==> src/adtf_pkg.sv <==
`default_nettype none
// ----------------------------------------------------------------------------
// adtf_pkg
// Shared types, constants and helper functions for the ascii decimal to
// fixed point converter.
// ----------------------------------------------------------------------------
package adtf_pkg;

  // fixed widths of the beat fields
  localparam int ByteW  = 8;
  localparam int ValueW = 54;

  // parameter defaults
  localparam int MaxKeptDefault  = 9;
  localparam int FracBitsDefault = 24;

  // distance from the latest point, holds up to the largest legal MaxKept
  localparam int KW = 4;

  // entries in the queue between front and back
  localparam int QueueDepth = 2;

  // character codes
  localparam logic [ByteW-1:0] ChNul   = 8'h00;
  localparam logic [ByteW-1:0] ChFF    = 8'hff;
  localparam logic [ByteW-1:0] ChZero  = 8'h30;
  localparam logic [ByteW-1:0] ChNine  = 8'h39;
  localparam logic [ByteW-1:0] ChPoint = 8'h2e;

  // work handed from front to back
  typedef enum logic [1:0] {
    OP_INT_DIGIT,
    OP_FRAC_DIGIT,
    OP_TERM
  } adtf_op_e;

  typedef struct packed {
    adtf_op_e        op;
    logic [3:0]      digit;
    logic [KW-1:0]   k;
    logic            trunc;
  } adtf_entry_t;

  // bits needed for an integer part of max_kept decimal digits
  function automatic int int_width(input int max_kept);
    longint unsigned p;
    int i;
    p = 1;
    for (i = 0; i < max_kept; i++) begin
      p = p * 10;
    end
    return $clog2(p);
  endfunction

  // round(2^frac_bits / 10^k), ties upward, evaluated at elaboration
  function automatic logic [63:0] weight_of(input int k, input int frac_bits);
    longint unsigned q;
    int i;
    q = longint'(1) << (frac_bits + 1);
    for (i = 0; i < k; i++) begin
      q = q / 10;
    end
    return 64'((q + 1) >> 1);
  endfunction

endpackage
`default_nettype wire

==> src/adtf_front.sv <==
`default_nettype none
// ----------------------------------------------------------------------------
// adtf_front
// Classifies text bytes, tracks kept count, point and digit position, and
// queues digit and terminator work for the back end.
// ----------------------------------------------------------------------------
module adtf_front import adtf_pkg::*; #(
  parameter int MaxKept = MaxKeptDefault
) (
  input  wire logic             clk_i,
  input  wire logic             rst_ni,
  input  wire logic             in_valid_i,
  output logic                  in_ready_o,
  input  wire logic [ByteW-1:0] text_byte_i,
  input  wire logic             q_full_i,
  output logic                  q_push_o,
  output adtf_entry_t           q_entry_o
);

  localparam int CntW = $clog2(MaxKept + 1);

  logic [CntW-1:0] kept_q, kept_d;
  logic [KW-1:0]   k_q, k_d;
  logic            point_q, point_d;
  logic            ovf_q, ovf_d;

  logic accept, is_term, is_digit, is_point, room;

  // classify the byte
  assign in_ready_o = !q_full_i;
  assign accept     = in_valid_i && in_ready_o;
  assign is_term    = (text_byte_i == ChNul) || (text_byte_i == ChFF);
  assign is_digit   = (text_byte_i >= ChZero) && (text_byte_i <= ChNine);
  assign is_point   = (text_byte_i == ChPoint);
  assign room       = (kept_q < CntW'(MaxKept));

  // position tracking and queue entry
  always_comb begin
    kept_d          = kept_q;
    k_d             = k_q;
    point_d         = point_q;
    ovf_d           = ovf_q;
    q_push_o        = 1'b0;
    q_entry_o.op    = OP_TERM;
    q_entry_o.digit = 4'(text_byte_i - ChZero);
    q_entry_o.k     = k_q + KW'(1);
    q_entry_o.trunc = ovf_q;
    if (accept) begin
      if (is_term) begin
        q_push_o = 1'b1;
        kept_d   = '0;
        k_d      = '0;
        point_d  = 1'b0;
        ovf_d    = 1'b0;
      end else if (is_digit || is_point) begin
        if (!room) begin
          ovf_d = 1'b1;
        end else begin
          kept_d = kept_q + CntW'(1);
          if (is_point) begin
            point_d = 1'b1;
            k_d     = '0;
          end else if (!point_q) begin
            q_push_o     = 1'b1;
            q_entry_o.op = OP_INT_DIGIT;
          end else begin
            q_push_o     = 1'b1;
            q_entry_o.op = OP_FRAC_DIGIT;
            k_d          = k_q + KW'(1);
          end
        end
      end
    end
  end

  always_ff @(posedge clk_i or negedge rst_ni) begin
    if (!rst_ni) begin
      kept_q  <= '0;
      k_q     <= '0;
      point_q <= 1'b0;
      ovf_q   <= 1'b0;
    end else begin
      kept_q  <= kept_d;
      k_q     <= k_d;
      point_q <= point_d;
      ovf_q   <= ovf_d;
    end
  end

endmodule
`default_nettype wire

==> src/adtf_fifo.sv <==
`default_nettype none
// ----------------------------------------------------------------------------
// adtf_fifo
// Short queue of work entries between the front and the back end.
// ----------------------------------------------------------------------------
module adtf_fifo import adtf_pkg::*; (
  input  wire logic         clk_i,
  input  wire logic         rst_ni,
  input  wire logic         push_i,
  input  wire adtf_entry_t  entry_i,
  output logic              full_o,
  input  wire logic         pop_i,
  output adtf_entry_t       head_o,
  output logic              empty_o
);

  localparam int PtrW = $clog2(QueueDepth);
  localparam int CntW = $clog2(QueueDepth + 1);

  adtf_entry_t     mem_q [QueueDepth];
  logic [PtrW-1:0] wr_q, rd_q;
  logic [CntW-1:0] cnt_q;

  assign full_o  = (cnt_q == CntW'(QueueDepth));
  assign empty_o = (cnt_q == '0);
  assign head_o  = mem_q[rd_q];

  // entry storage
  always_ff @(posedge clk_i) begin
    if (push_i) begin
      mem_q[wr_q] <= entry_i;
    end
  end

  // pointers and fill count
  always_ff @(posedge clk_i or negedge rst_ni) begin
    if (!rst_ni) begin
      wr_q  <= '0;
      rd_q  <= '0;
      cnt_q <= '0;
    end else begin
      if (push_i) begin
        wr_q <= wr_q + PtrW'(1);
      end
      if (pop_i) begin
        rd_q <= rd_q + PtrW'(1);
      end
      if (push_i && !pop_i) begin
        cnt_q <= cnt_q + CntW'(1);
      end else if (pop_i && !push_i) begin
        cnt_q <= cnt_q - CntW'(1);
      end
    end
  end

endmodule
`default_nettype wire

==> src/adtf_back.sv <==
`default_nettype none
// ----------------------------------------------------------------------------
// adtf_back
// Accumulates integer and fraction parts from queued digits and, on a
// terminator, loads the saturated fixed-point result into the output register.
// ----------------------------------------------------------------------------
module adtf_back import adtf_pkg::*; #(
  parameter int MaxKept  = MaxKeptDefault,
  parameter int FracBits = FracBitsDefault
) (
  input  wire logic              clk_i,
  input  wire logic              rst_ni,
  input  wire adtf_entry_t       head_i,
  input  wire logic              empty_i,
  output logic                   pop_o,
  output logic                   out_valid_o,
  input  wire logic              out_ready_i,
  output logic [ValueW-1:0]      value_o,
  output logic                   truncated_o
);

  localparam int IntW  = int_width(MaxKept);
  localparam int FracW = FracBits + 4;
  localparam int RawW  = IntW + FracBits + 1;
  localparam int SumW  = (RawW > ValueW) ? RawW : ValueW + 1;

  logic [IntW-1:0]     int_q, int_d;
  logic [FracW-1:0]    frac_q, frac_d;
  logic                out_valid_q, out_valid_d;
  logic [ValueW-1:0]   value_q, value_d;
  logic                trunc_q, trunc_d;

  logic [FracBits-1:0] weight_tab [2**KW];
  logic [FracW-1:0]    product;
  logic [SumW-1:0]     sum;
  logic                out_free;

  // fraction weights per digit position
  for (genvar g = 0; g < 2**KW; g++) begin : g_weight
    assign weight_tab[g] = FracBits'(weight_of(g, FracBits));
  end

  assign product  = FracW'(head_i.digit * weight_tab[head_i.k]);
  assign sum      = (SumW'(int_q) << FracBits) + SumW'(frac_q);
  assign out_free = !out_valid_q || out_ready_i;
  assign pop_o    = !empty_i && ((head_i.op != OP_TERM) || out_free);

  // accumulate and finish
  always_comb begin
    int_d       = int_q;
    frac_d      = frac_q;
    value_d     = value_q;
    trunc_d     = trunc_q;
    out_valid_d = out_valid_q && !out_ready_i;
    if (pop_o) begin
      unique case (head_i.op)
        OP_INT_DIGIT: begin
          int_d = IntW'((int_q << 3) + (int_q << 1)) + IntW'(head_i.digit);
        end
        OP_FRAC_DIGIT: begin
          frac_d = frac_q + product;
        end
        OP_TERM: begin
          value_d     = (|sum[SumW-1:ValueW]) ? '1 : sum[ValueW-1:0];
          trunc_d     = head_i.trunc;
          out_valid_d = 1'b1;
          int_d       = '0;
          frac_d      = '0;
        end
        default: begin
          int_d = int_q;
        end
      endcase
    end
  end

  always_ff @(posedge clk_i or negedge rst_ni) begin
    if (!rst_ni) begin
      int_q       <= '0;
      frac_q      <= '0;
      out_valid_q <= 1'b0;
    end else begin
      int_q       <= int_d;
      frac_q      <= frac_d;
      out_valid_q <= out_valid_d;
    end
  end

  // result payload
  always_ff @(posedge clk_i) begin
    value_q <= value_d;
    trunc_q <= trunc_d;
  end

  assign out_valid_o = out_valid_q;
  assign value_o     = value_q;
  assign truncated_o = trunc_q;

endmodule
`default_nettype wire

==> src/ascii_decimal_to_fixed_point.sv <==
`default_nettype none
// ----------------------------------------------------------------------------
// ascii_decimal_to_fixed_point
// Parses decimal text one byte per beat into an unsigned fixed-point number
// with FracBits fraction bits, emitted when a 0x00 or 0xff byte ends it.
// ----------------------------------------------------------------------------
//  channel  | signals                        | direction | beat
//  ---------+--------------------------------+-----------+------------------
//  in       | in_valid_i in_ready_o          | to block  | one text byte
//           | text_byte_i                    |           |
//  out      | out_valid_o out_ready_i        | from block| one parsed number
//           | value_o truncated_o            |           |
//
//  One byte is taken every cycle while the queue is not full; the front
//  classifies it in its beat cycle and queues it, and the back takes it
//  from the queue (digit multiply-accumulate plus weight table product).
//  A terminator is queued, then its result loads the output register.
//  A result held by out_ready_i low stalls the two-entry queue only when a
//  terminator is at its head; input stops only when that queue is full.
//  Reset clears all parse state; no clearing pass is needed.
// ----------------------------------------------------------------------------
module ascii_decimal_to_fixed_point import adtf_pkg::*; #(
  parameter int MaxKept  = MaxKeptDefault,
  parameter int FracBits = FracBitsDefault
) (
  input  wire logic              clk_i,
  input  wire logic              rst_ni,
  input  wire logic              in_valid_i,
  output logic                   in_ready_o,
  input  wire logic [ByteW-1:0]  text_byte_i,
  output logic                   out_valid_o,
  input  wire logic              out_ready_i,
  output logic [ValueW-1:0]      value_o,
  output logic                   truncated_o
);

  logic        q_push, q_full, q_pop, q_empty;
  adtf_entry_t q_entry, q_head;

  // byte classification
  adtf_front #(
    .MaxKept (MaxKept)
  ) u_front (
    .clk_i       (clk_i),
    .rst_ni      (rst_ni),
    .in_valid_i  (in_valid_i),
    .in_ready_o  (in_ready_o),
    .text_byte_i (text_byte_i),
    .q_full_i    (q_full),
    .q_push_o    (q_push),
    .q_entry_o   (q_entry)
  );

  // decoupling queue
  adtf_fifo u_fifo (
    .clk_i   (clk_i),
    .rst_ni  (rst_ni),
    .push_i  (q_push),
    .entry_i (q_entry),
    .full_o  (q_full),
    .pop_i   (q_pop),
    .head_o  (q_head),
    .empty_o (q_empty)
  );

  // arithmetic and result register
  adtf_back #(
    .MaxKept  (MaxKept),
    .FracBits (FracBits)
  ) u_back (
    .clk_i       (clk_i),
    .rst_ni      (rst_ni),
    .head_i      (q_head),
    .empty_i     (q_empty),
    .pop_o       (q_pop),
    .out_valid_o (out_valid_o),
    .out_ready_i (out_ready_i),
    .value_o     (value_o),
    .truncated_o (truncated_o)
  );

endmodule
`default_nettype wire

==> config.mk <==
export PLATFORM = sky130hd
export DESIGN_NAME = ascii_decimal_to_fixed_point
export DESIGN_NICKNAME = d
export VERILOG_FILES = /design/src/adtf_pkg.sv /design/src/adtf_front.sv /design/src/adtf_fifo.sv /design/src/adtf_back.sv /design/src/ascii_decimal_to_fixed_point.sv
export SDC_FILE = /design/constraint.sdc
export NUM_CORES = 1
export LEC_CHECK = 0
export BUFFER_PORTS_ARGS = -buffer_cell sky130_fd_sc_hd__buf_2
export CORE_MARGIN = 10
export CORE_UTILIZATION = 39
export CTS_BUF_LIST = sky130_fd_sc_hd__clkbuf_8
export CTS_CLUSTER_SIZE = 8
export DETAILED_ROUTE_END_ITERATION = 12
export GPL_TIMING_DRIVEN = 1
export PLACE_DENSITY = 0.54
export SLEW_MARGIN = 15
export SYNTH_ARGS = -nofsm -noshare
export SYNTH_HDL_FRONTEND = slang
export SYNTH_SLANG_ARGS = --single-unit
==> constraint.sdc <==
create_clock -name clk_i -period 8 [get_ports clk_i]
set_clock_uncertainty 0.2 [all_clocks]
set_input_delay 1.6 -clock clk_i [delete_from_list [all_inputs] [get_ports clk_i]]
set_output_delay 1.6 -clock clk_i [all_outputs]
set_load 0.01 [all_outputs]
==> results summary <==
From bottom edge to top edge, the die measures 194 um. The post-synthesis instance total is 1,238. Setup repair after global routing left no endpoint under its margin. The count of buffers from port buffering is 68. The filler cell count came out at 2,930. The power share of the clock group is 0.097. The pin count of the biggest net entering global routing came out at 47. The number of H-tree levels came out at 4. For this run, global-route usage on met3 was measured as 0.0266.

The buffer levels on the longest clock path came out at 2. The total via count in the routed design is 9,058. Of the total power, the share spent switching nets is 0.512. The arrival time reported for the critical path endpoint came out at 6.48 ns.

For this run, the register share of the synthesized area comes to 0.352. The via count normalized by instance count is 5.33. For this run, the top clock speed supported by timing is 0.158 GHz. Internal power comes to 0.00280 W.

The number of top-level pins came out at 69. The sum of overflow across all layers after global routing is 0. The worst setup path is launched from a register.

Walking the worst path, the cells encountered are mux2i_1 > ha_1 > and2_1 > a21oi_1 > nor2_1 > fa_1 > fa_1 > inv_1 > fa_1 > inv_1 > ha_1 > nand3_2 > nor4_2 > nor3_1 > a211oi_1 > a211o_1 > mux2i_1 > a21oi_1. The cell repeated most along the worst path is sky130_fd_sc_hd__fa_1. The number of design rule violations left after detail routing came out at 0. The final weighted congestion in routability-driven placement is 0.948. The met2 layer usage reported by global route is 0.240. The die outline area came out at 0.0375 mm2. The most used flip-flop cell after synthesis is sky130_fd_sc_hd__edfxtp_1. The number of synthesized flops with an enable pin came out at 77. The worst setup path is captured at a register. The number of buffers and inverters on the critical path is 2. On the critical path the largest part of the delay comes from adder cells.

The share of the clock period used by the worst path came out at 0.790. Compared with the post-synthesis result, the final layout area differs by 9.17%. The number of nets in the synthesized netlist came out at 1,415. The final net count came out at 1,472.

The post-route cell area is 0.0128 mm2. The final-report max-slew violation count came out at 0. The worst setup path is of the reg -> reg kind. The antenna diode count came out at 0. The number of distinct library cell variants in the gate-level netlist after synthesis came out at 85.

The initial core utilization came out at 0.396. The sink count of the clock tree came out at 150. The area occupied by multi-input gates is 0.00681 mm2. Buffers inserted to repair hold after CTS numbered 0.

The total number of yosys warnings came out at 0. The data required time of the worst path is 8.16 ns. In the post-synthesis netlist, the cell with the most instances is sky130_fd_sc_hd__inv_1.

The placeable core area came out at 0.0297 mm2. The number of antenna violations at the first check in global routing is 0. Gates resized during post-CTS repair numbered 0. In this run the power spent charging and discharging nets is 0.00294 W. The first global-routing pass estimated 48.8 mm of wire. The tree is rooted in a sky130_fd_sc_hd__clkbuf_8. The sum of net half-perimeters after detailed placement came out at 22.8 mm.

The clock tree from TritonCTS is built. The proportion of register bits with asynchronous set or reset after synthesis is 0.487. On the critical path, the stage with the largest delay is an instance of sky130_fd_sc_hd__dfrtp_1. The clock latency on the worst-skew pair came out at 0.48 ns.

The number of failing setup endpoints in the final timing report is 0. The area occupied by registers is 0.00414 mm2. The number of global-route vias before repair was 8,958. The routed length per instance is 17.5 um. The first detailed-routing pass took 5 iterations. A synthesized cell averages 9.50 um2. The pre-CTS worst setup slack is 1.58 ns.

After synthesis, the most frequently instantiated cells are 165 x sky130_fd_sc_hd__inv_1, 124 x sky130_fd_sc_hd__nand2_1, 111 x sky130_fd_sc_hd__ha_1. The share of total power in sequential cells is 0.231. The number of buffers inserted during clock tree synthesis is 17. Synthesis inferred 150 register bits. In this run the post-CTS setup repair buffer count came out at 0. The relative slew slack came out at 0.271.

In this run, the number of DRC markers left after iteration 0 of detailed routing was 594. The cell area after technology mapping is 0.0118 mm2. The final worst slack is 1.68 ns. The proportion of netlist area held by the largest area contributor came out at 0.197.

In this run the remaining antenna-violating nets after routing total 0. The total global-route track usage is 0.159. Ranked by total cell area, the synthesized netlist is headed by sky130_fd_sc_hd__edfxtp_1 20%, sky130_fd_sc_hd__dfrtp_1 16%, sky130_fd_sc_hd__ha_1 12%. The routed design has 29.6 mm of wire.

The largest fanout on the critical path is 14. The floorplan has 63 rows. The setup total negative slack came out at 0 ns. The minimum clock period is 6.32 ns. The run finished with clean final reports.

The min-delay analysis places its worst path in the category reg -> reg. The fraction of power consumed by combinational cells came out at 0.672. The number of failing hold endpoints at the final stage was 0.

The clock transition at the registers of the reported paths came out at 0.10 ns. The routing usage on met1 is 0.228. The count of max-cap constraint violations is 0. For this design the ratio of total power to cell area is 448 mW/mm2.

The x dimension of the die came out at 194 um. The transition time at the pin with the least slew margin is 1.09 ns. After detailed placement, the total cell area comes to 0.0125 mm2. For this design the static power due to leakage is 6.09 nW. The fraction of final layout cells sized beyond drive strength 1 is 0.114. The busiest layer in global routing is met2. The longest individual stage delay on the worst path is 0.75 ns. The synthesized design spends more area on one cell type than any other, namely sky130_fd_sc_hd__edfxtp_1. VDD sags by at most 0.000160 V.
==> per-stage QoR <==
| stage | util | hold slack, ns | total power (W) | instances |
|---|---|---|---|---|
| after floorplan | - | 0.243 | 0.00421 | 1238 |
| after global placement | 0.420 | 0.259 | 0.00515 | 1666 |
| after detailed placement | 0.420 | 0.261 | 0.00520 | 1666 |
| after CTS | 0.432 | 0.282 | 0.00578 | 1698 |
| after global routing | 0.432 | 0.305 | 0.00635 | 1698 |
| final | 0.432 | 0.281 | 0.00575 | 1698 |
==> final cells by class <==
type | instances | area share
Clock buffer | 17 | 0.0182
Timing Repair Buffer | 79 | 0.0331
Inverter | 165 | 0.0483
Sequential cell | 150 | 0.322
Tap cell | 390 | 0.0380
Multi-Input combinational cell | 882 | 0.531
Clock inverter | 15 | 0.00926
==> power by group through the flow <==
stage	Sequential (W)	Combinational [W]	Clock [W]
2_1_floorplan	0.00132	0.00289	0
3_3_place_gp	0.00134	0.00381	0
3_5_place_dp	0.00134	0.00386	0
4_1_cts	0.00133	0.00387	0.000577
5_1_grt	0.00136	0.00437	0.000609
6_report	0.00133	0.00386	0.000559
==> sequential cells by signal, summed over array words and instances, names as in the netlist <==
register	flops
u_fifo.mem_q	22
u_front.ovf_q	1
u_fifo.wr_q	1
u_back.out_valid_o	1
u_fifo.cnt_q	2
u_back.value_o	54
u_front.point_q	1
u_fifo.rd_q	1
u_back.frac_q	28
u_front.kept_q	4
u_back.int_q	30
u_back.truncated_o	1
u_front.k_q	4
==> metal layers <==
layer  up-vias  share of wire
li1       4444              -
met1      4359           0.49
met2       223           0.44
met4         0          0.016
met3        32          0.051
met5         -              0
==> worst reg2reg max path, stage by stage, from the launching register on <==
cell,delay [ns]
sky130_fd_sc_hd__dfrtp_1,0.75
sky130_fd_sc_hd__mux2i_1,0.56
sky130_fd_sc_hd__ha_1,0.35
sky130_fd_sc_hd__and2_1,0.20
sky130_fd_sc_hd__a21oi_1,0.35
sky130_fd_sc_hd__nor2_1,0.11
sky130_fd_sc_hd__fa_1,0.50
sky130_fd_sc_hd__fa_1,0.55
sky130_fd_sc_hd__inv_1,0.10
sky130_fd_sc_hd__fa_1,0.52
sky130_fd_sc_hd__inv_1,0.05
sky130_fd_sc_hd__ha_1,0.38
sky130_fd_sc_hd__nand3_2,0.12
sky130_fd_sc_hd__nor4_2,0.36
sky130_fd_sc_hd__nor3_1,0.16
sky130_fd_sc_hd__a211oi_1,0.46
sky130_fd_sc_hd__a211o_1,0.22
sky130_fd_sc_hd__mux2i_1,0.19
sky130_fd_sc_hd__a21oi_1,0.08
==> final timing paths <==
kind | depth (start not counted) | slack (ns) | startpoint | endpoint
worst max-delay path | 18 | 1.68 | u_fifo.rd_q | u_back.frac_q[16]
worst min-delay path | 2 | 0.28 | u_back.frac_q[3] | u_back.frac_q[3]
worst max register to register | 18 | 1.68 | u_fifo.rd_q | u_back.frac_q[16]
worst min register to register | 2 | 0.28 | u_back.frac_q[3] | u_back.frac_q[3]
max in group asynchronous | 2 | 5.75 | rst_ni | u_back.int_q[16]
min in group asynchronous | 1 | 0.89 | rst_ni | u_back.frac_q[15]
==> placed cells by master (no fill, tap or decap), drive strengths merged, types with 11 or more instances in the layout <==
master | Yosys | routed
and3 | 15 | 15
clkbuf | 27 | 17
a21oi | 70 | 70
fa | 54 | 54
nor3 | 11 | 11
o31ai | 11 | 11
nand4 | 16 | 16
a22o | 18 | 18
nand3 | 33 | 33
o21a | 13 | 13
edfxtp | 77 | 77
buf | 14 | 79
a31oi | 13 | 13
nand2 | 125 | 125
nand2b | 18 | 18
a21o | 15 | 15
nor2 | 86 | 86
o21ai | 71 | 71
xnor2 | 35 | 35
dfrtp | 73 | 73
inv | 165 | 172
xor2 | 21 | 21
ha | 111 | 111
==> logic make-up (layout without fill, tap and decap cells) <==
family                     Yosys count  in the layout  share of synthesized area
and+or+nand+nor                    361            361                      0.151
buffers and inverters              206            276                     0.0697
adders and majority gates          165            165                      0.210
DFF                                150            150                      0.352
AOI/OAI and AO/OA                  287            287                      0.164
muxes                               13             13                     0.0119
xor gates and xnor gates            56             56                     0.0417
Note: power is estimated with default switching activity, not from simulation.
